## config.mk

```make
export PLATFORM = sky130hd
export DESIGN_NAME = sicm_ctrl
export DESIGN_NICKNAME = d
export VERILOG_FILES = /design/src/sv/sicm_pkg.sv /design/src/sv/sicm_ctrl.sv
export SDC_FILE = /design/constraint.sdc
export NUM_CORES = 1
export LEC_CHECK = 0
export BUFFER_PORTS_ARGS = -buffer_cell sky130_fd_sc_hd__buf_2
export CAP_MARGIN = 20
export CORE_MARGIN = 2
export CORE_UTILIZATION = 45
export CTS_CLUSTER_DIAMETER = 80
export DETAILED_ROUTE_END_ITERATION = 7
export PLACE_DENSITY = 0.69
export SETUP_SLACK_MARGIN = 0.05
export SLEW_MARGIN = 10
export SYNTH_ARGS = -nofsm -noshare
export SYNTH_HDL_FRONTEND = slang
export SYNTH_SLANG_ARGS = --single-unit
```

## constraint.sdc

```tcl
create_clock -name clk_i -period 4.8 [get_ports clk_i]
set_input_delay 0.96 -clock clk_i [delete_from_list [all_inputs] [get_ports clk_i]]
set_output_delay 0.96 -clock clk_i [all_outputs]
set_load 0.005 [all_outputs]
```

## src/sv/sicm_pkg.sv

```systemverilog
// shared types and constants for the sorted list intersection counter
// no dependencies; imported by sicm_ram users, sicm_ctrl and the top level
package sicm_pkg;

  localparam int unsigned EXTRACT_DEPTH = 4096;

  localparam int unsigned VAL_W = 31;
  localparam int unsigned CNT_W = 32;
  localparam int unsigned AW    = (EXTRACT_DEPTH > 1) ? $clog2(EXTRACT_DEPTH) : 1;
  localparam int unsigned LEN_W = $clog2(EXTRACT_DEPTH + 1);

  localparam logic FUNC_LOAD   = 1'b0;
  localparam logic FUNC_COLUMN = 1'b1;

  // request from the controller to the extract store
  typedef struct packed {
    logic             we;
    logic [AW-1:0]    waddr;
    logic [VAL_W-1:0] wdata;
    logic [AW-1:0]    raddr;
  } mem_req_t;

  // finished total handed to the output stage
  typedef struct packed {
    logic             valid;
    logic [CNT_W-1:0] total;
    logic             sat;
  } res_t;

endpackage

```

## src/sv/sicm_ctrl.sv

```systemverilog
// load and merge scan controller: list length, scan pointer, saturating count
// depends on sicm_pkg; drives the extract store through a mem_req_t
module sicm_ctrl (
  input  logic                      clk_i,
  input  logic                      rst_ni,
  input  logic                      in_valid_i,
  output logic                      in_stall_o,
  input  logic                      func_i,
  input  logic [sicm_pkg::VAL_W-1:0] value_i,
  input  logic                      first_entry_i,
  input  logic                      last_in_column_i,
  input  logic                      last_overall_i,
  output sicm_pkg::mem_req_t        mem_req_o,
  input  logic [sicm_pkg::VAL_W-1:0] mem_rdata_i,
  input  logic                      out_free_i,
  output sicm_pkg::res_t            res_o
);
  import sicm_pkg::*;

  localparam logic [0:0] ST_IDLE = 1'b0;
  localparam logic [0:0] ST_SCAN = 1'b1;

  logic [0:0]       state_q, state_d;
  logic [LEN_W-1:0] len_q, len_d;
  logic [LEN_W-1:0] pos_q, pos_d;
  logic [CNT_W-1:0] count_q, count_d;
  logic             sat_q, sat_d;
  logic [VAL_W-1:0] val_q, val_d;
  logic             last_col_q, last_col_d;
  logic             last_all_q, last_all_d;

  logic             in_acc;
  logic [LEN_W-1:0] len_base;
  logic             entry_ok;
  logic             entry_less;
  logic             entry_eq;

  assign in_stall_o = (state_q != ST_IDLE);
  assign in_acc     = in_valid_i && !in_stall_o;
  assign len_base   = first_entry_i ? '0 : len_q;
  assign entry_ok   = (pos_q < len_q);
  assign entry_less = entry_ok && (mem_rdata_i < val_q);
  assign entry_eq   = entry_ok && (mem_rdata_i == val_q);

  always_comb begin
    state_d    = state_q;
    len_d      = len_q;
    pos_d      = pos_q;
    count_d    = count_q;
    sat_d      = sat_q;
    val_d      = val_q;
    last_col_d = last_col_q;
    last_all_d = last_all_q;
    mem_req_o.we    = 1'b0;
    mem_req_o.waddr = len_base[AW-1:0];
    mem_req_o.wdata = value_i;
    res_o.valid = 1'b0;

    unique case (state_q)
      ST_IDLE: begin
        if (in_acc) begin
          if (func_i == FUNC_LOAD) begin
            if (first_entry_i) begin
              pos_d   = '0;
              count_d = '0;
              sat_d   = 1'b0;
            end
            len_d = len_base;
            if (len_base < LEN_W'(EXTRACT_DEPTH)) begin
              mem_req_o.we = 1'b1;
              len_d        = len_base + LEN_W'(1);
            end
          end else begin
            val_d      = value_i;
            last_col_d = last_in_column_i;
            last_all_d = last_overall_i;
            state_d    = ST_SCAN;
          end
        end
      end
      ST_SCAN: begin
        if (entry_less) begin
          // step past a smaller entry, next one read this cycle
          pos_d = pos_q + LEN_W'(1);
        end else if (!last_all_q || out_free_i) begin
          if (entry_eq) begin
            pos_d = pos_q + LEN_W'(1);
            if (count_q != '1) begin
              count_d = count_q + CNT_W'(1);
            end
            sat_d = sat_q || (count_d == '1);
          end
          if (last_col_q || last_all_q) begin
            pos_d = '0;
          end
          res_o.valid = last_all_q;
          state_d     = ST_IDLE;
        end
      end
      default: state_d = ST_IDLE;
    endcase

    // read address follows the next pointer so data lines up with pos_q
    mem_req_o.raddr = pos_d[AW-1:0];

    res_o.total = count_d;
    res_o.sat   = sat_d;
  end

  always_ff @(posedge clk_i or negedge rst_ni) begin
    if (!rst_ni) begin
      state_q <= ST_IDLE;
      len_q   <= '0;
      pos_q   <= '0;
      count_q <= '0;
      sat_q   <= 1'b0;
    end else begin
      state_q <= state_d;
      len_q   <= len_d;
      pos_q   <= pos_d;
      count_q <= count_d;
      sat_q   <= sat_d;
    end
  end

  always_ff @(posedge clk_i) begin
    val_q      <= val_d;
    last_col_q <= last_col_d;
    last_all_q <= last_all_d;
  end

endmodule

```

==> flow_summary_export.csv <==
group,metric,value,unit
logic_synthesis,synth_seq_cells,93,
floorplanning,num_rows,43,
setup_path,worstReg2RegStart,"count_q[0]",
run_status,status,"complete, no violations",
timing,slew_viol_final,0,
timing,min_period,4.53,ns
timing,finalCritPeriodShare,94.3,%
timing,tightestPinTransition,0.945,ns
logic_synthesis,synth-main-ff-cell,"dfrtp_1",
logic_synthesis,synthArstFlopShare,64.5,%
clocking,clk_pin_slew,0.06,ns
setup_path,r2r_cells,9,
floorplanning,dieArea,15300,sq um
layout,fill_cells,1338,
worst_hold_path,hold_path_startpoint,"len_q[12]",
detailed_routing,drt_iter0_drc,344,
setup_path,reg2reg_to,"sat_q",
placement,io_buffers,160,
setup_path,cpLargestDelayFamily,"compound AO/OA/AOI/OAI gates",
setup_path,cp.required,3.84,ns
setup_path,start_kind,"primary input",
timing,max_clock_freq,221,MHz
logic_synthesis,synthesis.area,6430,sq um
layout,utilization,52.4,%
floorplanning,die_w,124,um
power_and_ir_drop,ir_drop,0.210,mV
layout,area_delta_synth_final,13.6,%
power_and_ir_drop,power_density,307,nW/um^2
run,maxCapViolCount,0,
layout,layout.nets,936,
setup_path,cp-end-kind,"primary output",
layout,layout-drive-gt1-share,25.0,%
logic_synthesis,ys_warn_count,0,
timing,setup_viol,0,
layout,layoutNonFillerInstCount,1005,
setup_path,crit_arrival,3.57,ns
clocking,clk_path_buf_depth,2,
detailed_routing,drc,0,
global_route,track_usage,20.8,%
clocking,cts_max_level,3,
global_route,first_global_vias,5021,
clocking,cts_hold_buf,0,
layout,antennaDiodeCount,0,
setup_path,cpPeakStageDelay,0.49,ns
setup_path,cp.buffers_inverters,2,
power_and_ir_drop,p_leak,3.31,nW
global_route,grt_pass1_wl,24600,um
floorplanning,initial_core_util,46.2,%
detailed_routing,via_count,5363,
logic_synthesis,yosys-top-cells-area,"dfrtp_1 23%, edfxtp_1 15%, ha_1 8.9%",
floorplanning,core_area,13900,sq um
setup_path,critical_path.max_fanout,13,
placement,placed_area,6980,sq um
detailed_routing,vias_per_cell,5.34,
placement,gp_congestion,0.870,
floorplanning,io_pins,161,
timing,rsz0062_at_grt,"false",
timing,fin_skew,0.0122,ns
logic_synthesis,synthTopCellsByCount,"76 x nand2_1, 60 x dfrtp_1, 57 x inv_1",
worst_hold_path,hold_path.class,"flip-flop to flip-flop",
timing,setup-tns-final,0,ns
setup_path,crit_chain,"buf_2 -> ha_1 -> a21oi_1 -> o21ai_0 -> a221oi_1 -> o21ai_1 -> a211oi_1 -> o31a_1 -> o21ai_0 -> a21o_1 -> buf_2",
setup_path,worstSetupPathType,"primary input to primary output",
layout,multi_input_area,3190,sq um
clocking,cts_sinks,93,
global_route,grt_max_degree,41,
detailed_routing,antenna_left,0,
clocking,cts_tree,"yes",
timing,hold_viol_final,0,
logic_synthesis,syn-num-nets,834,
logic_synthesis,yosysTopAreaCell,"dfrtp_1",
detailed_routing,first_pass_iters,5,
logic_synthesis,synth-edff-count,33,
logic_synthesis,synth_top_area_share,23.3,%
logic_synthesis,synth.distinct_cells,66,
setup_path,reg2reg_slack,1.66,ns
clocking,cts_setup_buffers,0,
global_route,grt.overflow.total,0,
floorplanning,die_h,124,um
clocking,ctsResizeCount,0,
worst_hold_path,min_to,"len_q[12]",
logic_synthesis,ys_seq_area_share,38.7,%
layout,design_area,7310,sq um
timing,maxSlewHeadroom,37.0,%
global_route,antenna_found_initial,0,
detailed_routing,routedWlPerCell,15.3,um
layout,regArea,2490,sq um
logic_synthesis,yosysMostFrequentCell,"nand2_1",
placement,place_hpwl,11600,um
detailed_routing,finalWirelength,15400,um
logic_synthesis,avgSynthCellArea,8.96,sq um
setup_path,slowest_stage,"o31a_1",
clocking,clk_latency,0.36,ns
placement,dpl.cell_count,989,
clocking,clockRootBuffer,"clkbuf_16",
worst_hold_path,hold-path-cell-count,2,
clocking,cts_buffers,9,
logic_synthesis,synthCells,718,
registers in the layout, indices dropped and copies added (netlist names):
signal	count
count_q	32
val_q	31
len_q	13
pos_q	13
in_stall_o	1
last_all_q	1
last_col_q	1
sat_q	1
tightest hold or removal path, cell delays in order, from the launching register on:
cell     delay (ns)
dfrtp_1        0.35
nand2_1        0.05
o31ai_1        0.06
power by group:
part	leakage [nW]	total (mW)	internal (mW)	switching, mW
Clock	0.155	0.764	0.418	0.346
Combinational	2.02	0.533	0.185	0.348
Sequential	1.14	0.944	0.888	0.0564
Total	3.31	2.24	1.49	0.751
through the flow:
step                      power (mW)  hold slack (ns)  worst slack (ns)
final                           2.24            0.499             0.273
after global routing            2.38            0.552            0.0633
after CTS                       2.26            0.503             0.160
after detailed placement        1.50            0.482             0.160
after global placement          1.49            0.484             0.192
after floorplan                 1.33            0.447             0.757
worst max-delay path by stage:
stage,startpoint,end,slack (ns),cells after the start
after global placement,mem_rdata_i[26],res_o[4],0.19,11
after detailed placement,mem_rdata_i[26],res_o[4],0.16,11
after floorplan,mem_rdata_i[4],mem_req_o[10],0.76,11
after CTS,mem_rdata_i[26],res_o[4],0.16,11
after global routing,mem_rdata_i[29],res_o[4],0.06,11
final,mem_rdata_i[18],mem_req_o[5],0.27,11
area by class of cell:
type / count / area share (%)
clock inverters: 7 / 1.27
well taps: 180 / 3.08
clock buffers: 9 / 3.08
repair buffers: 168 / 11.8
multi-input cells: 490 / 43.7
flip-flops and latches: 93 / 34.1
inverters: 58 / 2.98
per-layer routing:
layer  routed length (um)  share of wire (%)  track usage (%)
met1                 6490                 42             26.6
met2                 7550                 49             34.9
met3                 1140                7.4             4.99
met4                  194                1.3             6.75
met5                    0                  0                0
logic make-up (layout without fill, tap and decap cells):
group | Yosys count | in the layout | share of synthesized area (%)
fa+ha+maj | 46 | 46 | 8.95
buf+inv | 135 | 242 | 11.7
xor+xnor | 44 | 44 | 5.99
flops | 93 | 93 | 38.7
compound gates | 130 | 130 | 12.2
simple gates | 266 | 266 | 21.7
mux | 4 | 4 | 0.661
cells in the final DEF, fill, tap and decap left out, types with 5 or more instances in the layout:
cell type and count:
and3_1 8, nand3_1 25, o21ai_1 24, nand2b_1 5
nor4_1 14, ha_1 46, o21ai_0 33, nand4_1 27
nand3b_1 5, a21o_1 12, a21oi_1 30, nor3_1 21
clkbuf_16 9, buf_2 160, nor2_1 41, xnor2_1 34
buf_4 8, dfrtp_1 60, and2_1 6, edfxtp_1 33
xor2_1 10, nand2_1 76, nor3b_1 9, inv_1 57
Power figures use the tool's default switching activity.
